File: config.mk
export PLATFORM = sky130hd
export DESIGN_NAME = interrupt_controller_regs_unit
export DESIGN_NICKNAME = d
export VERILOG_FILES = /design/src/hdl/icr_pkg.sv /design/src/hdl/icr_active.sv /design/src/hdl/interrupt_controller_regs_unit.sv
export SDC_FILE = /design/constraint.sdc
export NUM_CORES = 1
export LEC_CHECK = 0
export BUFFER_PORTS_ARGS = -buffer_cell sky130_fd_sc_hd__buf_2
export CELL_PAD_IN_SITES_DETAIL_PLACEMENT = 1
export CELL_PAD_IN_SITES_GLOBAL_PLACEMENT = 1
export CORE_MARGIN = 8
export CORE_UTILIZATION = 34
export DETAILED_ROUTE_END_ITERATION = 12
export PLACE_DENSITY = 0.61
export RECOVER_POWER = 100
export SYNTH_ARGS = -nofsm -noshare
export SYNTH_HDL_FRONTEND = slang
export SYNTH_SLANG_ARGS = --single-unit
File: constraint.sdc
create_clock -name i_clk -period 3.6 [get_ports i_clk]
set_clock_uncertainty 0.05 [all_clocks]
set_input_delay 0 -clock i_clk [delete_from_list [all_inputs] [get_ports i_clk]]
set_output_delay 0 -clock i_clk [all_outputs]
set_load 0.02 [all_outputs]
File: src/hdl/icr_pkg.sv
// Package for the 32-source set/clear interrupt controller.
// Holds the source count, the register selectors, the operation codes and the state type.
// No dependencies.
package icr_pkg;

    localparam int NUM_SOURCES = 32;
    localparam int REG_WIDTH   = 32;
    localparam int SRC_N       = (NUM_SOURCES >= REG_WIDTH) ? REG_WIDTH : NUM_SOURCES;
    localparam logic [REG_WIDTH-1:0] SRC_MASK =
        REG_WIDTH'((65'd1 << SRC_N) - 65'd1);

    localparam int FUNC_W = 2;
    localparam int SEL_W  = 4;

    localparam int IN_DATA_W  = 72;
    localparam int OUT_DATA_W = 40;

    typedef enum logic [FUNC_W-1:0] {
        FUNC_READ   = 2'd0,
        FUNC_SET    = 2'd1,
        FUNC_CLEAR  = 2'd2,
        FUNC_SAMPLE = 2'd3
    } t_func;

    localparam logic [SEL_W-1:0] SEL_CFG0    = 4'd0;
    localparam logic [SEL_W-1:0] SEL_CFG1    = 4'd1;
    localparam logic [SEL_W-1:0] SEL_CFG2    = 4'd2;
    localparam logic [SEL_W-1:0] SEL_ASSIGN  = 4'd3;
    localparam logic [SEL_W-1:0] SEL_SOURCE  = 4'd4;
    localparam logic [SEL_W-1:0] SEL_MASK    = 4'd5;
    localparam logic [SEL_W-1:0] SEL_WAKE    = 4'd6;
    localparam logic [SEL_W-1:0] SEL_RISING  = 4'd7;
    localparam logic [SEL_W-1:0] SEL_FALLING = 4'd8;
    localparam logic [SEL_W-1:0] SEL_REQ0    = 4'd9;
    localparam logic [SEL_W-1:0] SEL_REQ1    = 4'd10;

    typedef struct packed {
        logic [REG_WIDTH-1:0] cfg0;
        logic [REG_WIDTH-1:0] cfg1;
        logic [REG_WIDTH-1:0] cfg2;
        logic [REG_WIDTH-1:0] assign_bits;
        logic [REG_WIDTH-1:0] source_bits;
        logic [REG_WIDTH-1:0] mask_bits;
        logic [REG_WIDTH-1:0] wake_bits;
        logic [REG_WIDTH-1:0] rising_latch;
        logic [REG_WIDTH-1:0] falling_latch;
        logic [REG_WIDTH-1:0] prev_levels;
    } t_regs;

    typedef struct packed {
        logic [REG_WIDTH-1:0] is_rise;
        logic [REG_WIDTH-1:0] is_fall;
        logic [REG_WIDTH-1:0] active;
    } t_act;

endpackage

File: src/hdl/icr_active.sv
// Per-source trigger decode and activity vector of the interrupt controller.
// Depends on icr_pkg.
module icr_active (
    input  icr_pkg::t_regs i_regs,
    output icr_pkg::t_act  o_act
);

    logic [icr_pkg::REG_WIDTH-1:0] code_001;
    logic [icr_pkg::REG_WIDTH-1:0] code_010;
    logic [icr_pkg::REG_WIDTH-1:0] code_101;
    logic [icr_pkg::REG_WIDTH-1:0] code_110;

    always_comb begin
        code_001 = ~i_regs.cfg2 & ~i_regs.cfg1 &  i_regs.cfg0 & icr_pkg::SRC_MASK;
        code_010 = ~i_regs.cfg2 &  i_regs.cfg1 & ~i_regs.cfg0 & icr_pkg::SRC_MASK;
        code_101 =  i_regs.cfg2 & ~i_regs.cfg1 &  i_regs.cfg0 & icr_pkg::SRC_MASK;
        code_110 =  i_regs.cfg2 &  i_regs.cfg1 & ~i_regs.cfg0 & icr_pkg::SRC_MASK;
        o_act.is_rise = code_001;
        o_act.is_fall = code_010;
        o_act.active  = ((code_001 & i_regs.rising_latch)
                       | (code_010 & i_regs.falling_latch)
                       | (code_101 & i_regs.prev_levels)
                       | (code_110 & ~i_regs.prev_levels))
                       & i_regs.mask_bits & icr_pkg::SRC_MASK;
    end

endmodule

File: src/hdl/interrupt_controller_regs_unit.sv
// 32-source set/clear interrupt controller: register file, sampling and request outputs.
// Depends on icr_pkg and icr_active.
//
// Usage: each item on the slave stream is one bus operation (tuser = func: read,
// write-one-to-set, write-one-to-clear) or one sample of the 32 source lines.
// The master stream returns one item per input item: the read data (zero unless
// the item was a read) and the two request lines as they stand after the item.
// o_m_axis_tvalid rises in the cycle after input acceptance. Throughput is one item
// per cycle while the receiver does not stall: the state update and result are short
// parallel bitwise logic between the state registers and the result register.
// The single result register holds while the receiver stalls; o_s_axis_tready drops
// only while it is full and not being taken, so no item is lost.
// Synchronous reset (i_rst_n low) clears the state registers, including the mask, so
// every source is disabled, and empties the result register.
module interrupt_controller_regs_unit (
    input  logic                           i_clk,
    input  logic                           i_rst_n,
    input  logic                           i_s_axis_tvalid,
    output logic                           o_s_axis_tready,
    // [3:0] reg_select, [35:4] write_data, [67:36] line_levels, [71:68] zero
    input  logic [icr_pkg::IN_DATA_W-1:0]  i_s_axis_tdata,
    // [1:0] func
    input  logic [icr_pkg::FUNC_W-1:0]     i_s_axis_tuser,
    output logic                           o_m_axis_tvalid,
    input  logic                           i_m_axis_tready,
    // [31:0] read_data, [32] request0_line, [33] request1_line, [39:34] zero
    output logic [icr_pkg::OUT_DATA_W-1:0] o_m_axis_tdata
);

    icr_pkg::t_regs r_regs;
    icr_pkg::t_regs n_regs;
    icr_pkg::t_act  act_cur;
    icr_pkg::t_act  act_nxt;

    logic                          accept;
    icr_pkg::t_func                func;
    logic [icr_pkg::SEL_W-1:0]     sel;
    logic [icr_pkg::REG_WIDTH-1:0] wdata;
    logic [icr_pkg::REG_WIDTH-1:0] lines;
    logic [icr_pkg::REG_WIDTH-1:0] n_rd;
    logic                          n_req0;
    logic                          n_req1;

    logic                          r_valid;
    logic [icr_pkg::REG_WIDTH-1:0] r_rd;
    logic                          r_req0;
    logic                          r_req1;

    function automatic logic [icr_pkg::REG_WIDTH-1:0] upd(
        input logic [icr_pkg::REG_WIDTH-1:0] old,
        input logic [icr_pkg::REG_WIDTH-1:0] d,
        input icr_pkg::t_func                f
    );
        logic [icr_pkg::REG_WIDTH-1:0] res;
        res = old;
        if (f == icr_pkg::FUNC_SET) begin
            res = old | d;
        end else if (f == icr_pkg::FUNC_CLEAR) begin
            res = old & ~d;
        end
        return res;
    endfunction

    assign accept          = i_s_axis_tvalid && o_s_axis_tready;
    assign o_s_axis_tready = !r_valid || i_m_axis_tready;

    assign func  = icr_pkg::t_func'(i_s_axis_tuser);
    assign sel   = i_s_axis_tdata[3:0];
    assign wdata = i_s_axis_tdata[35:4] & icr_pkg::SRC_MASK;
    assign lines = i_s_axis_tdata[67:36] & icr_pkg::SRC_MASK;

    icr_active u_act_cur (
        .i_regs (r_regs),
        .o_act  (act_cur)
    );

    icr_active u_act_nxt (
        .i_regs (n_regs),
        .o_act  (act_nxt)
    );

    always_comb begin
        n_regs = r_regs;
        n_rd   = '0;
        case (func)
            icr_pkg::FUNC_READ: begin
                case (sel)
                    icr_pkg::SEL_CFG0:    n_rd = r_regs.cfg0;
                    icr_pkg::SEL_CFG1:    n_rd = r_regs.cfg1;
                    icr_pkg::SEL_CFG2:    n_rd = r_regs.cfg2;
                    icr_pkg::SEL_ASSIGN:  n_rd = r_regs.assign_bits;
                    icr_pkg::SEL_SOURCE:  n_rd = r_regs.source_bits;
                    icr_pkg::SEL_MASK:    n_rd = r_regs.mask_bits;
                    icr_pkg::SEL_WAKE:    n_rd = r_regs.wake_bits;
                    icr_pkg::SEL_RISING:  n_rd = r_regs.rising_latch;
                    icr_pkg::SEL_FALLING: n_rd = r_regs.falling_latch;
                    icr_pkg::SEL_REQ0:    n_rd = act_cur.active & r_regs.assign_bits;
                    icr_pkg::SEL_REQ1:    n_rd = act_cur.active & ~r_regs.assign_bits;
                    default:              n_rd = '0;
                endcase
            end
            icr_pkg::FUNC_SET, icr_pkg::FUNC_CLEAR: begin
                case (sel)
                    icr_pkg::SEL_CFG0:    n_regs.cfg0 = upd(r_regs.cfg0, wdata, func);
                    icr_pkg::SEL_CFG1:    n_regs.cfg1 = upd(r_regs.cfg1, wdata, func);
                    icr_pkg::SEL_CFG2:    n_regs.cfg2 = upd(r_regs.cfg2, wdata, func);
                    icr_pkg::SEL_ASSIGN:
                        n_regs.assign_bits = upd(r_regs.assign_bits, wdata, func);
                    icr_pkg::SEL_SOURCE:
                        n_regs.source_bits = upd(r_regs.source_bits, wdata, func);
                    icr_pkg::SEL_MASK:
                        n_regs.mask_bits = upd(r_regs.mask_bits, wdata, func);
                    icr_pkg::SEL_WAKE:
                        n_regs.wake_bits = upd(r_regs.wake_bits, wdata, func);
                    icr_pkg::SEL_RISING:
                        n_regs.rising_latch = upd(r_regs.rising_latch, wdata, func);
                    icr_pkg::SEL_FALLING:
                        n_regs.falling_latch = upd(r_regs.falling_latch, wdata, func);
                    default: n_regs = r_regs;
                endcase
            end
            icr_pkg::FUNC_SAMPLE: begin
                n_regs.rising_latch  = r_regs.rising_latch
                                     | (act_cur.is_rise & ~r_regs.prev_levels & lines);
                n_regs.falling_latch = r_regs.falling_latch
                                     | (act_cur.is_fall & r_regs.prev_levels & ~lines);
                n_regs.prev_levels   = lines;
            end
            default: n_regs = r_regs;
        endcase
        n_rd   = n_rd & icr_pkg::SRC_MASK;
        n_req0 = |(act_nxt.active & n_regs.assign_bits);
        n_req1 = |(act_nxt.active & ~n_regs.assign_bits);
    end

    always_ff @(posedge i_clk) begin
        if (!i_rst_n) begin
            r_regs  <= '0;
            r_valid <= 1'b0;
        end else begin
            if (accept) begin
                r_regs <= n_regs;
            end
            if (accept) begin
                r_valid <= 1'b1;
            end else if (i_m_axis_tready) begin
                r_valid <= 1'b0;
            end
        end
    end

    always_ff @(posedge i_clk) begin
        if (accept) begin
            r_rd   <= n_rd;
            r_req0 <= n_req0;
            r_req1 <= n_req1;
        end
    end

    assign o_m_axis_tvalid = r_valid;
    assign o_m_axis_tdata  = {6'd0, r_req1, r_req0, r_rd};

endmodule

**Word-level counts from Yosys, hierarchy flattened**

Cells that the tools add are included.

- Equality and inequality tests: 13
- Multiplexer cells: 32
- Bitwise logic cells: 72
- Reductions and logical operators: 12

Operator list:

| operator | count |
|---|---|
| 32-bit bitwise AND | 43 |
| 32-bit two-way mux | 27 |
| 32-bit OR | 17 |
| 32-bit inverter | 12 |
| 32-bit one-hot mux with 11 select lines | 1 |
| 224-bit two-way mux | 1 |
| 96-bit one-hot mux with 2 select lines | 1 |
| 32-bit OR reduction | 2 |
| 4-bit by 3-bit == test with 1-bit output (second input constant) | 4 |
| 4-bit == test (second input constant) | 3 |
| 4-bit by 2-bit == test with 1-bit output (second input constant) | 2 |
| 4-bit AND reduction | 2 |
| 2-bit == test (second input constant) | 2 |
| 4-bit by 1-bit == test with 1-bit output (second input constant) | 1 |
| 4-bit zero test | 1 |
| 2-bit nonzero test | 2 |
| 2-bit by 1-bit == test with 1-bit output (second input constant) | 1 |
| 2-bit zero test | 1 |
| 1-bit two-way mux | 2 |
| 2-bit OR reduction | 1 |
| 1-bit logical AND | 1 |
| 1-bit zero test | 1 |
| 1-bit logical OR | 1 |

- Register bits: 355
- Input port bits: 78
- Output and inout port bits: 42
- Word-level logic and storage cells: 143

**Longest topological paths before layout**

- Depth in word-level cells: 16
- Gate-level depth with buffers: 15
- Mapped depth without buffers: 11

**By module**

Synthesis repeated with hierarchy kept, for this count alone.

- Cell total of the unflattened synthesis: 3367
- Area total of the unflattened synthesis: 24662.4 um^2

Modules (own cells, without submodules):

| module | instances | cells each | area each (um^2) | seq. area each (um^2) |
|---|---|---|---|---|
| interrupt_controller_regs_unit | 1 | 2793 | 20753.7 | 7447.1 |
| icr_active | 2 | 287 | 1954.4 | 0.0 |

**Least setup slack after synthesis**

OpenSTA, ideal clock, no wires.

- Kind: input port to flip-flop
- From: input port i_s_axis_tuser[0] in the netlist's numbering
- To: register r_req1, data pin
- Library setup time: 0.271 ns
- Data arrival time: 2.435 ns
- Data required time: 3.279 ns
- Slack: 0.844 ns
- Cell stages on the path: 14
- Cell sequence: inv_1 -> ha_1 -> buf_2 -> or2_2 -> clkbuf_1 -> buf_2 -> clkbuf_1 -> a22oi_1 -> nor3_1 -> a311o_1 -> nand4_1 -> nand4_1 -> nor4_1 -> nand4_1

- Longest elaborated chain between the ends: 15

Ends and longest elaborated chain:

| item | line | text |
|---|---|---|
| start: declaration | interrupt_controller_regs_unit.sv:23 | `input logic [icr_pkg::FUNC_W-1:0] i_s_axis_tuser,` |
| 2-bit == test | interrupt_controller_regs_unit.sv:58, interrupt_controller_regs_unit.sv:85 |  |
| 32-bit two-way mux | interrupt_controller_regs_unit.sv:58 | `end else if (f == icr_pkg::FUNC_CLEAR) begin` |
| 32-bit two-way mux | interrupt_controller_regs_unit.sv:56 | `if (f == icr_pkg::FUNC_SET) begin` |
| 32-bit two-way mux | interrupt_controller_regs_unit.sv:103 | `case (sel)` |
| 224-bit two-way mux | interrupt_controller_regs_unit.sv:85 | `case (func)` |
| 32-bit inverter, on equally long branches | icr_active.sv:14, icr_active.sv:15, icr_active.sv:16 |  |
| 32-bit bitwise AND, on equally long branches (2 in a row) | icr_active.sv:14, icr_active.sv:15 |  |
| 32-bit bitwise AND, on equally long branches | icr_active.sv:20, icr_active.sv:21 |  |
| 32-bit OR | icr_active.sv:21 | `\| (code_010 & i_regs.falling_latch)` |
| 32-bit OR | icr_active.sv:22 | `\| (code_101 & i_regs.prev_levels)` |
| 32-bit OR | icr_active.sv:23 | `\| (code_110 & ~i_regs.prev_levels))` |
| 32-bit bitwise AND | icr_active.sv:24 | `& i_regs.mask_bits & icr_pkg::SRC_MASK;` |
| 32-bit bitwise AND * | interrupt_controller_regs_unit.sv:133 | `n_req1 = \|(act_nxt.active & ~n_regs.assign_bits);` |
| 32-bit OR reduction * | interrupt_controller_regs_unit.sv:133 |  |
| named net n_req1 | interrupt_controller_regs_unit.sv:42 | `logic n_req1;` |
| end signal: assignment | interrupt_controller_regs_unit.sv:156 | `r_req1 <= n_req1;` |
| end: declaration | interrupt_controller_regs_unit.sv:47 | `logic r_req1;` |

Mark *: on every way through the listed nets, which the timed path passes. The rest lies on a longest branch.
A chain may end at the register's enable or synchronous reset.

**Worst setup path after layout**

- From: input port i_s_axis_tdata[2] in the netlist's numbering
- To: register r_rd[15] in the netlist's numbering, data pin

- Longest elaborated chain between the ends: 2

Ends and longest elaborated chain:

| item | line | text |
|---|---|---|
| start: declaration | interrupt_controller_regs_unit.sv:21 | `input logic [icr_pkg::IN_DATA_W-1:0] i_s_axis_tdata,` |
| 4-bit == test, or another cell as far along | interrupt_controller_regs_unit.sv:87 | `case (sel)` |
| 32-bit one-hot mux with 11 select lines * | interrupt_controller_regs_unit.sv:87 |  |
| end signal: assignment | interrupt_controller_regs_unit.sv:154 | `r_rd <= n_rd;` |
| end: declaration | interrupt_controller_regs_unit.sv:45 | `logic [icr_pkg::REG_WIDTH-1:0] r_rd;` |

Mark *: on every way between the ends. The rest lies on a longest branch, timed or not.

==> reports/summary.json <==
{
  "outcome": "complete, but fails checks",
  "violations": "capacitance limit, slew limit",
  "p_switching_mw": 3.74,
  "crit_type": "in -> reg",
  "cts_root_buffer": "clkbuf_16",
  "fp.dieArea_sq_mm": 0.0782,
  "firstDrtPassIters": 6,
  "synth.top_cell.area_share_pct": 27.2,
  "yosys-top-cells-area": "dfxtp_1 27%, nand2_1 5.8%, a211oi_1 5.5%",
  "logic_pwr_share_pct": 18.8,
  "critPathArrivalTime_ns": 3.70,
  "post-route-period-util_pct": 95.7,
  "clkTransAtPathRegs_ns": 0.06,
  "setup_total_negative_slack_ns": 0,
  "crit_path_frequent_cell": "buf_4",
  "hpwlAfterDp_um": 92800,
  "clock_latency_ns": 0.62,
  "grtUsageTotal_pct": 32.9,
  "synthDominantAreaCellType": "dfxtp_1",
  "yosys_register_bits": 355,
  "initial_utilization_pct": 34.4,
  "final_hold_viol_count": 0,
  "critPathTopFamily": "simple AND/OR/NAND/NOR gates",
  "last_weighted_congestion_value_of_the_routability_driven_placer": 0.956,
  "final_layout_size_suffix_gt1_share_pct": 13.0,
  "die_height_um": 280,
  "final.hold.worst_slack_ns": 0.159,
  "grt_start_max_net_pins": 135,
  "yosys.cell_types.count": 86,
  "syn_avg_cell_area_sq_um": 7.42,
  "layout_common_cells": "363 x nand2_1, 330 x nor2_1, 321 x dfxtp_1",
  "rsz0062_at_grt": "no",
  "dr.first_iter.drc_count": 3099,
  "floorplan.core_area_sq_mm": 0.0687,
  "layout_min_cycle_time_ns": 3.45,
  "fmax_mhz": 290,
  "worst-path-buf-inv": 4,
  "cts_num_sinks": 355,
  "tightest_slew_ns": 1.82,
  "antenna_found_initial": 6,
  "number_of_port_buffers": 109,
  "pin_count": 120,
  "hp-class": "in -> reg",
  "timing.critical_path.to_type": "register",
  "grt_pass1_vias": 28028,
  "crit_chain": "buf_2, buf_4, nand2_1, buf_4, nor2_1, buf_12, a222oi_1, and3_1, a31oi_1",
  "number_of_maximum_capacitance_constraint_violations": 4,
  "finalSetupViolCount": 0,
  "critPathMaxStageDelay_ns": 1.35,
  "antenna_left": 0,
  "globalRoute.totalOverflow": 0,
  "swShare_pct": 32.4,
  "synth_ff_type": "dfxtp_1",
  "via_per_inst": 6.60,
  "via_count": 28361,
  "cts-htree-levels": 2,
  "drv_slew": 312,
  "cts_buffers": 47,
  "cts-root-to-sink-buffers": 3,
  "rows": 96,
  "chipWidth_um": 280,
  "power.sequential.fraction_pct": 38.9,
  "postRouteWirelength_um": 134000,
  "layout.cells.most_common": "nand2_1",
  "cts_tree": "yes",
  "worstSetupStartpointType": "input port",
  "critPathMaxFanout": 21,
  "postSynthCellCount": 3186,
  "async_flop_share_pct": 0,
  "intPower_mw": 7.78,
  "grt_pass1_wl_um": 194000,
  "layout_overhead_on_the_synthesized_area_pct": 20.1,
  "drt-wirelength-per-cell_um": 31.3,
  "yosys_warnings": 0,
  "synth_sequential_area_ratio_pct": 31.5,
  "vdd.ir_drop.worst_uv": 359,
  "static_leakage_nw": 9.33,
  "final_net_count": 3411,
  "mappedNetlistArea_sq_mm": 0.0236,
  "detail_route.drc_violations": 0,
  "slowest_cell_on_crit_path": "nor2_1",
  "power.clock.fraction_pct": 42.3,
  "synth_enable_flop_cells": 34,
  "pwr_density_cell_mw_per_mm2": 406,
  "timing.max_slew.rel_slack_pct": -21.6,
  "final_util_pct": 41.3,
  "critPathRequiredTime_ns": 3.86
}
metal layers:
layer	global-route usage, %	share of wire (%)	vias to the layer above	routed length [um]
li1	-	-	12312	-
met1	41.4	41	14280	55500
met2	52.8	45	1370	60600
met3	5.08	6.8	397	9140
met4	19.6	6.8	2	9110
met5	0	0.010	-	14
logic make-up after synthesis:
logic type               Yosys count  synth area share [%]
buffers and inverters            383                  6.67
other                              1                0.0159
AO/OA/AOI/OAI                   1094                  32.4
adder cells (fa/ha/maj)            5                 0.265
flip-flops                       355                  31.5
AND/OR/NAND/NOR                 1317                  27.8
multiplexers                      31                  1.33
Yosys cell counts (8+ instances only):
cell type / instances
nand2_1: 363
nor2_1: 330
dfxtp_1: 321
clkbuf_1: 232
a21oi_1: 208
a211oi_1: 173
nand3_1: 170
o21ai_0: 134
nor3_1: 120
a22oi_1: 116
a221oi_1: 77
a22o_1: 69
inv_1: 61
nor2b_1: 58
a31oi_1: 54
a311oi_1: 47
buf_2: 47
nand4_1: 36
edfxtp_1: 34
nand2b_1: 32
o211ai_1: 30
o31ai_1: 29
nand4b_1: 28
and3_1: 27
mux2i_1: 27
buf_1: 26
o21a_1: 23
o22ai_1: 23
or3b_2: 21
and2_1: 20
o221ai_1: 15
buf_4: 13
o31a_1: 13
a32oi_1: 11
nand3b_1: 10
nor4_1: 10
nor4b_1: 10
a211o_1: 9
nor3b_1: 9
and4b_1: 8
nor4bb_1: 8
o311ai_0: 8
power by group through the flow:
stage,clock [mW],sequential [mW],combinational [mW]
finish,4.87,4.49,2.17
global route,5.07,4.50,2.29
CTS,4.93,4.47,2.13
detailed placement,0,4.55,2.05
global placement,0,4.54,2.01
floorplan,0,4.46,1.22
area by class of cell:
type	instances	area [sq um]
fillers	8376	40300
clock buffers	68	1390
inverters	61	239
diodes	2	5.00
clock inverters	15	151
flip-flops and latches	355	7450
repair buffers	410	3270
well taps	931	1160
multi-input cells	2453	14700
final timing paths:
path                                 from                  endpoint  slack [ns]  cells after the start
max                     i_s_axis_tdata[2]    r_rd[15]$_SDFFCE_PP0P_        0.15                      9
min                     i_s_axis_tuser[0]                  register        0.16                      5
max reg2reg  o_m_axis_tvalid$_SDFFE_PN0P_  r_regs[155]$_SDFFE_PN0P_        0.24                      8
min reg2reg                      register                  register        0.41                      2
through the flow:
stage	std cells	instance area [sq um]	power [mW]	worst slack, ns
after global routing	4294	28400	11.9	0.166
final	4295	28400	11.5	0.154
after detailed placement	4143	26300	6.61	-0.0796
after global placement	4143	26300	6.55	-0.0960
after floorplan	3191	23700	5.69	0.844
after CTS	4293	28500	11.5	0.514
timing repair:
| action | in CTS | in global routing |
|---|---|---|
| setup buffers | 0 | 0 |
| hold endpoints to repair | 169 | 0 |
| endpoints found under the setup margin | 0 | 0 |
| hold buffers | 67 | 0 |
| gates resized for setup | 0 | 0 |
tightest hold or removal path, delay by kind of cell:
| kind | cells | cell delay, ns |
|---|---|---|
| adder cells (fa/ha/maj) | 1 | 0.24 |
| AND/OR/NAND/NOR | 1 | 0.09 |
| AO/OA/AOI/OAI | 1 | 0.05 |
| buffers and inverters | 2 | 0.38 |
Note: power is estimated with default switching activity, not from simulation.
